## config.mk

```make
export PLATFORM = sky130hd
export DESIGN_NAME = route_longest_prefix_match_core
export DESIGN_NICKNAME = d
export VERILOG_FILES = /design/src/rtl/rlpm_pkg.sv /design/src/rtl/rlpm_table.sv /design/src/rtl/route_longest_prefix_match_core.sv
export SDC_FILE = /design/constraint.sdc
export NUM_CORES = 2
export LEC_CHECK = 0
export BUFFER_PORTS_ARGS = -buffer_cell sky130_fd_sc_hd__buf_2
export CAP_MARGIN = 25
export CORE_MARGIN = 8
export CORE_UTILIZATION = 25
export CTS_CLUSTER_DIAMETER = 200
export CTS_CLUSTER_SIZE = 10
export DETAILED_ROUTE_END_ITERATION = 6
export SYNTH_ARGS = -nofsm -noshare
export SYNTH_HDL_FRONTEND = slang
export SYNTH_HIERARCHICAL = 1
export SYNTH_SLANG_ARGS = --single-unit
export TNS_END_PERCENT = 30
```

## constraint.sdc

```tcl
create_clock -name clk -period 9.45 [get_ports clk]
set_input_delay 1.89 -clock clk [delete_from_list [all_inputs] [get_ports clk]]
set_output_delay 1.89 -clock clk [all_outputs]
set_load 0.01 [all_outputs]
```

## src/rtl/rlpm_pkg.sv

```systemverilog
package rlpm_pkg;

    // default table depth
    localparam int ENTRIES_DEF = 16;

    // fixed field widths
    localparam int IDX_W    = 4;
    localparam int IP_W     = 32;
    localparam int PORT_W   = 2;
    localparam int PLEN_W   = 6;
    localparam int IN_W     = 136;
    localparam int OUT_W    = 48;

    // request kinds carried on the input tuser bit
    localparam logic FUNC_WRITE  = 1'b0;
    localparam logic FUNC_LOOKUP = 1'b1;

    typedef enum logic [1:0] {
        ST_IDLE,
        ST_SCAN,
        ST_LAST,
        ST_FINISH
    } rlpm_state_t;

    // one stored route, prefix length precomputed at write time
    typedef struct packed {
        logic [IP_W-1:0]   dest;
        logic [IP_W-1:0]   mask;
        logic [IP_W-1:0]   gateway;
        logic [PORT_W-1:0] port;
        logic [PLEN_W-1:0] plen;
    } rlpm_entry_t;

    // write port of the route table
    typedef struct packed {
        logic        en;
        logic        valid;
        rlpm_entry_t entry;
    } rlpm_wr_t;

endpackage

```

## src/rtl/rlpm_table.sv

```systemverilog
module rlpm_table #(
    parameter int ENTRIES = rlpm_pkg::ENTRIES_DEF,
    parameter int AW      = 4
) (
    input  logic                  clk,
    input  logic                  rst_n,
    input  rlpm_pkg::rlpm_wr_t    wr,
    input  logic [AW-1:0]         wr_addr,
    input  logic [AW-1:0]         rd_addr,
    output rlpm_pkg::rlpm_entry_t rd_entry,
    output logic                  rd_valid
);

    rlpm_pkg::rlpm_entry_t mem [0:ENTRIES-1];
    logic [ENTRIES-1:0]    valid_reg;
    rlpm_pkg::rlpm_entry_t rd_entry_reg;
    logic                  rd_valid_reg;

    // route payload, no reset
    always_ff @(posedge clk)
    begin
        if (wr.en)
        begin
            mem[wr_addr] <= wr.entry;
        end
        rd_entry_reg <= mem[rd_addr];
    end

    // per-slot valid bits
    always_ff @(posedge clk or negedge rst_n)
    begin
        if (!rst_n)
        begin
            valid_reg    <= '0;
            rd_valid_reg <= 1'b0;
        end
        else
        begin
            if (wr.en)
            begin
                valid_reg[wr_addr] <= wr.valid;
            end
            rd_valid_reg <= valid_reg[rd_addr];
        end
    end

    assign rd_entry = rd_entry_reg;
    assign rd_valid = rd_valid_reg;

endmodule

```

## src/rtl/route_longest_prefix_match_core.sv

```systemverilog
// ipv4 longest prefix match route table
//
// input channel s_axis_*: one request per handshake. tuser selects the kind:
// a write loads one route slot, a lookup searches the table for an address.
// output channel m_axis_*: exactly one result per request, in request order.
// a write returns an all-zero result, a miss returns an all-zero result.
//
// a write goes from its accept straight to the finish step. a lookup reads one
// slot per cycle from the route memory into a single shared match and compare
// unit, then offers its result from the finish step.
// s_axis_tready is high only while the sequencer is idle, so a new request is
// not taken until the previous one has left the finish step.
// the prefix length of each route is worked out once, when it is written.
//
// the result sits in an output register: a new request is taken while an
// earlier result still waits, and a finished request holds in its last step
// until the output register frees up when the receiver stalls.
//
// reset clears all slot valid bits, the sequencer and the output register;
// route contents are unknown until written, but only valid slots can match.
module route_longest_prefix_match_core #(
    parameter int ENTRIES = rlpm_pkg::ENTRIES_DEF
) (
    input  logic                        clk,
    input  logic                        rst_n,
    input  logic                        s_axis_tvalid,
    output logic                        s_axis_tready,
    // entry_index, entry_dest, entry_mask, entry_gateway, entry_port,
    // entry_valid, lookup_address, one zero pad bit
    input  logic [rlpm_pkg::IN_W-1:0]   s_axis_tdata,
    // func
    input  logic                        s_axis_tuser,
    output logic                        m_axis_tvalid,
    input  logic                        m_axis_tready,
    // hit, next_hop, out_port, prefix_length, seven zero pad bits
    output logic [rlpm_pkg::OUT_W-1:0]  m_axis_tdata
);

    localparam int AW = (ENTRIES > 1) ? $clog2(ENTRIES) : 1;
    localparam logic [AW-1:0] LAST_IDX = AW'(ENTRIES - 1);

    // prefix length: 32 minus trailing zeros, 0 for a zero mask
    function automatic logic [rlpm_pkg::PLEN_W-1:0] prefix_len(
        input logic [rlpm_pkg::IP_W-1:0] m
    );
        logic [rlpm_pkg::IP_W-1:0] low;
        logic [4:0]                tz;
        low = m & (~m + 32'd1);
        tz  = '0;
        for (int i = 0; i < rlpm_pkg::IP_W; i++)
        begin
            tz = tz | ({5{low[i]}} & 5'(i));
        end
        if (m == '0)
        begin
            prefix_len = '0;
        end
        else
        begin
            prefix_len = 6'd32 - {1'b0, tz};
        end
    endfunction

    rlpm_pkg::rlpm_state_t           state_reg, state_next;
    logic [AW-1:0]                   cnt_reg, cnt_next;
    logic                            eval_reg, eval_next;
    logic [rlpm_pkg::IP_W-1:0]       addr_reg, addr_next;
    logic                            found_reg, found_next;
    logic [rlpm_pkg::PLEN_W-1:0]     best_reg, best_next;
    logic [rlpm_pkg::IP_W-1:0]       hop_reg, hop_next;
    logic [rlpm_pkg::PORT_W-1:0]     port_reg, port_next;
    logic                            out_valid_reg, out_valid_next;
    logic [rlpm_pkg::OUT_W-1:0]      out_data_reg, out_data_next;

    logic                            accept;
    logic                            in_range;
    rlpm_pkg::rlpm_wr_t              wr;
    logic [AW-1:0]                   wr_addr;
    rlpm_pkg::rlpm_entry_t           rd_entry;
    logic                            rd_valid;
    logic                            match;
    logic                            take;

    assign s_axis_tready = (state_reg == rlpm_pkg::ST_IDLE);
    assign accept        = s_axis_tvalid && s_axis_tready;

    // slots at or beyond the table depth are dropped
    assign in_range = ({28'd0, s_axis_tdata[3:0]} < 32'(ENTRIES));

    assign wr.en            = accept && (s_axis_tuser == rlpm_pkg::FUNC_WRITE) && in_range;
    assign wr.valid         = s_axis_tdata[102];
    assign wr.entry.dest    = s_axis_tdata[35:4];
    assign wr.entry.mask    = s_axis_tdata[67:36];
    assign wr.entry.gateway = s_axis_tdata[99:68];
    assign wr.entry.port    = s_axis_tdata[101:100];
    assign wr.entry.plen    = prefix_len(s_axis_tdata[67:36]);
    assign wr_addr          = AW'(s_axis_tdata[3:0]);

    rlpm_table #(
        .ENTRIES (ENTRIES),
        .AW      (AW)
    ) u_table (
        .clk      (clk),
        .rst_n    (rst_n),
        .wr       (wr),
        .wr_addr  (wr_addr),
        .rd_addr  (cnt_reg),
        .rd_entry (rd_entry),
        .rd_valid (rd_valid)
    );

    // shared match unit: one slot per cycle, later slot wins a tie
    assign match = rd_valid && (((addr_reg ^ rd_entry.dest) & rd_entry.mask) == '0);
    assign take  = eval_reg && match && (!found_reg || (rd_entry.plen >= best_reg));

    always_comb
    begin
        state_next     = state_reg;
        cnt_next       = cnt_reg;
        eval_next      = 1'b0;
        addr_next      = addr_reg;
        found_next     = found_reg;
        best_next      = best_reg;
        hop_next       = hop_reg;
        port_next      = port_reg;
        out_valid_next = out_valid_reg;
        out_data_next  = out_data_reg;

        if (take)
        begin
            found_next = 1'b1;
            best_next  = rd_entry.plen;
            hop_next   = rd_entry.gateway;
            port_next  = rd_entry.port;
        end

        if (out_valid_reg && m_axis_tready)
        begin
            out_valid_next = 1'b0;
        end

        unique case (state_reg)
            rlpm_pkg::ST_IDLE:
            begin
                if (accept)
                begin
                    found_next = 1'b0;
                    best_next  = '0;
                    hop_next   = '0;
                    port_next  = '0;
                    addr_next  = s_axis_tdata[134:103];
                    cnt_next   = '0;
                    if (s_axis_tuser == rlpm_pkg::FUNC_LOOKUP)
                    begin
                        state_next = rlpm_pkg::ST_SCAN;
                    end
                    else
                    begin
                        state_next = rlpm_pkg::ST_FINISH;
                    end
                end
            end
            rlpm_pkg::ST_SCAN:
            begin
                eval_next = 1'b1;
                if (cnt_reg == LAST_IDX)
                begin
                    state_next = rlpm_pkg::ST_LAST;
                end
                else
                begin
                    cnt_next = cnt_reg + AW'(1);
                end
            end
            rlpm_pkg::ST_LAST:
            begin
                // last slot is being compared this cycle
                state_next = rlpm_pkg::ST_FINISH;
            end
            rlpm_pkg::ST_FINISH:
            begin
                if (!out_valid_reg || m_axis_tready)
                begin
                    out_valid_next = 1'b1;
                    out_data_next  = {7'd0, best_reg, port_reg, hop_reg, found_reg};
                    state_next     = rlpm_pkg::ST_IDLE;
                end
            end
            default:
            begin
                state_next = rlpm_pkg::ST_IDLE;
            end
        endcase
    end

    always_ff @(posedge clk or negedge rst_n)
    begin
        if (!rst_n)
        begin
            state_reg     <= rlpm_pkg::ST_IDLE;
            cnt_reg       <= '0;
            eval_reg      <= 1'b0;
            found_reg     <= 1'b0;
            out_valid_reg <= 1'b0;
        end
        else
        begin
            state_reg     <= state_next;
            cnt_reg       <= cnt_next;
            eval_reg      <= eval_next;
            found_reg     <= found_next;
            out_valid_reg <= out_valid_next;
        end
    end

    // payload registers
    always_ff @(posedge clk)
    begin
        addr_reg     <= addr_next;
        best_reg     <= best_next;
        hop_reg      <= hop_next;
        port_reg     <= port_next;
        out_data_reg <= out_data_next;
    end

    assign m_axis_tvalid = out_valid_reg;
    assign m_axis_tdata  = out_data_reg;

endmodule

```

==> reports/qor.csv <==
stage,metric,value,unit
clocking,cts-resized-gates,0,
route,drt.antenna.violating_nets,0,
layout,num-fill-cells,27128,
floorplan,rows,194,
synth,syn_area,70300,um2
floorplan,die_area,299000,um2
power_and_ir_drop,vdd_drop_max,0.000157,V
hold_path,holdCritStartpoint,hop_reg[0]$_DFF_P_,
worst_setup_path,cp.buffers_inverters,4,
placed_design,finalWeightedCongestion,0.706,
timing,slew_headroom,0.102,
worst_setup_path,worstReg2RegStart,state_reg[0]$_DFFE_PN0P_,
synth,synth_area_per_cell,22.4,um2
worst_setup_path,startpoint_type,input pin,
clocking,ctsHoldBuffers,0,
global_route,grt_overflow,0,
flow_run,drv_cap,0,
synth,yosysSeqAreaShare,0.792,
global_route,grt_pass1_wl,254,mm
worst_setup_path,worstPathArrival,4.96,ns
timing,layout_min_cycle_time,4.30,ns
worst_setup_path,criticalPathCategory,input pin to flip-flop,
global_route,grt_start_max_net_pins,135,
route,routed_wl,179,mm
synth,synth.ff_latch_count,1907,
layout,nNetsFinal,3581,
floorplan,fp.dieH,546,um
route,first_pass_iters,5,
route,wire_per_inst,24.4,um
timing,tns,0,ns
timing,rsz0062_at_grt,false,
synth,yosysMostFrequentCell,edfxtp_1,
route,drc,0,
clocking,cts_tree,built,
placed_design,hpwl,87.2,mm
worst_setup_path,cpPeakStageDelay,0.58,ns
synth,synth_edf_count,1737,
synth,ys_warn_count,6,
global_route,antenna_found_initial,69,
clocking,cts_setup_buffers,0,
synth,synth_commonest_cells,"edfxtp_1, mux4_2, a22oi_1",
clocking,clk_latency,0.85,ns
synth,netlist_instances,3133,
worst_setup_path,crit_fanout,35,
synth,async_reset_ff_frac,0.0136,
worst_setup_path,cp_top_family,simple AND/OR/NAND/NOR gates,
layout,layoutNonFillerInstCount,7343,
hold_path,hp-class,flip-flop to flip-flop,
timing,finalHoldViolations,0,
synth,synth_area_leaders,"edfxtp_1, mux4_2, dfxtp_1, a22oi_1, dfrtp_1",
run_status,outcome,"finished, final reports clean",
timing,finalCritPeriodShare,0.455,
synth,synth_top_area_frac,0.742,
route,via_per_inst,4.47,
worst_setup_path,path_cells,buf_2 -> buf_4 -> nor4_2 -> nand2_2 -> or4_1 -> o31a_1 -> o211ai_2 -> inv_1 -> ha_1 -> nand3_1 -> mux2i_1 -> buf_4,
timing,max_freq,0.233,GHz
timing,finalClockSkew,0.0925,ns
route,num_vias,32789,
timing,finalSetupViolCount,0,
power_and_ir_drop,total_power,20.3,mW
worst_setup_path,cp_common_cell,buf_4,
placed_design,dp_cells,6930,
synth,synth_top_cell_by_area,edfxtp_1,
layout,largest_register_ffs,1664,
clocking,clockBufferDepth,4,
placed_design,io_buffers,182,
clocking,clkSinkCount,1907,
route,first_iter_violations,2946,
worst_setup_path,cp_slowest_cell,or4_1,
timing,worst_pin_slew,1.35,ns
clocking,cts_buffers,217,
clocking,cts-root-buf,clkbuf_16,
worst_setup_path,startpoint,s_axis_tdata[36],
floorplan,initial_core_util,0.251,
synth,synth_flop_cell,edfxtp_1,
global_route,grt_usage,0.116,
layout,area_growth,16.7,%
worst_setup_path,crit_required,10.10,ns
synth,yosysUniqueCellTypes,57,
clocking,htree_num_levels,4,
power_and_ir_drop,p_leak,25.4,nW
floorplan,die_w,546,um
global_route,grt_pass1_vias,34256,
floorplan,core,280000,um2
worst_setup_path,cp-end-kind,flip-flop,
clocking,clk_pin_slew,0.05,ns
timing,final_max_slew_viol_count,0,
power_and_ir_drop,powerDensity,247,nW/um2
layout,layout-drive-gt1-share,0.255,
floorplan,io_pins,191,
==> path summary, 6_finish.rpt <==
path,endpoint,slack (ns),cells after the start
worst max-delay path,u_table/mem[2][4]$_DFFE_PP_,5.15,12
worst min-delay path,m_axis_tdata[1]$_DFFE_PP_,0.40,0
worst max register to register,u_table/mem[9][77]$_DFFE_PP_,5.71,8
worst min register to register,m_axis_tdata[1]$_DFFE_PP_,0.40,0
max in group asynchronous,cnt_reg[0]$_DFFE_PN0P_,7.85,1
min in group asynchronous,m_axis_tvalid$_DFF_PN0_,1.09,1
==> metrics by stage <==
step	worst slack, ns	instance area [um2]	utilization	hold WS (ns)
finish	5.15	82100	0.293	0.402
global route	5.05	82000	0.293	0.422
CTS	4.44	82000	0.293	0.409
detailed placement	3.55	75700	0.271	0.418
global placement	3.72	75700	0.271	0.415
floorplan	1.89	70400	-	0.408
==> layout make-up <==
type | count | area, um2 | area share
flip-flops and latches | 1907 | 55700 | 0.679
multi-input cells | 1056 | 13800 | 0.168
clock buffers | 388 | 6210 | 0.0757
well taps | 3724 | 4660 | 0.0568
repair buffers | 229 | 1520 | 0.0185
inverters | 17 | 66.3 | 0.000808
clock inverters | 4 | 45.0 | 0.000549
diodes | 18 | 45.0 | 0.000549
==> cell families (layout without fill, tap and decap cells) <==
| logic type | count (synthesis) | in the layout | synth area share |
|---|---|---|---|
| AOI/OAI and AO/OA | 269 | 269 | 0.0282 |
| xor gates and xnor gates | 34 | 34 | 0.00423 |
| adders and majority gates | 12 | 12 | 0.00214 |
| buffers and inverters | 176 | 638 | 0.0142 |
| DFF | 1907 | 1907 | 0.792 |
| muxes | 477 | 477 | 0.143 |
| other | 1 | 25 | 0.0000533 |
| and+or+nand+nor | 257 | 257 | 0.0163 |
==> routing by layer <==
layer,GRT usage,part of all wire
met2,0.199,0.50
met4,0.0375,0.034
met5,0,0.00074
met1,0.146,0.40
met3,0.0253,0.065
==> power breakdown <==
part | leakage [nW] | switching [mW] | internal [mW]
Combinational | 5.20 | 1.56 | 1.35
Sequential | 17.2 | 0.239 | 9.58
Clock | 2.97 | 3.15 | 4.39
==> cells in the final DEF (no fill, tap or decap), types with 3 or more instances in the layout <==
| cell | netlist | routed |
|---|---|---|
| edfxtp_1 | 1737 | 1737 |
| mux4_2 | 420 | 420 |
| clkbuf_16 | 0 | 223 |
| a22oi_1 | 218 | 218 |
| buf_2 | 37 | 182 |
| clkbuf_1 | 54 | 164 |
| dfxtp_1 | 144 | 144 |
| nand2_1 | 123 | 123 |
| nor2_1 | 67 | 54 |
| mux2i_1 | 41 | 41 |
| xor2_1 | 33 | 33 |
| buf_4 | 26 | 25 |
| dfrtp_1 | 26 | 24 |
| buf_12 | 0 | 20 |
| diode_2 | 0 | 18 |
| inv_1 | 17 | 16 |
| o21ai_0 | 15 | 15 |
| nor2_4 | 0 | 13 |
| ha_1 | 12 | 12 |
| mux2_2 | 12 | 12 |
| nor3_1 | 14 | 10 |
| a21oi_1 | 9 | 9 |
| nand2b_1 | 7 | 7 |
| nand3_1 | 7 | 7 |
| conb_1 | 1 | 7 |
| nor2b_1 | 8 | 6 |
| nor4_1 | 5 | 5 |
| nand4_1 | 4 | 4 |
| nor3_4 | 0 | 4 |
| mux2_1 | 4 | 4 |
| and3_1 | 3 | 3 |
| a211oi_1 | 3 | 3 |
| a22o_1 | 3 | 3 |
| a221oi_1 | 3 | 3 |
| o211ai_1 | 3 | 3 |
No activity file was read; power rests on OpenSTA's default activity.
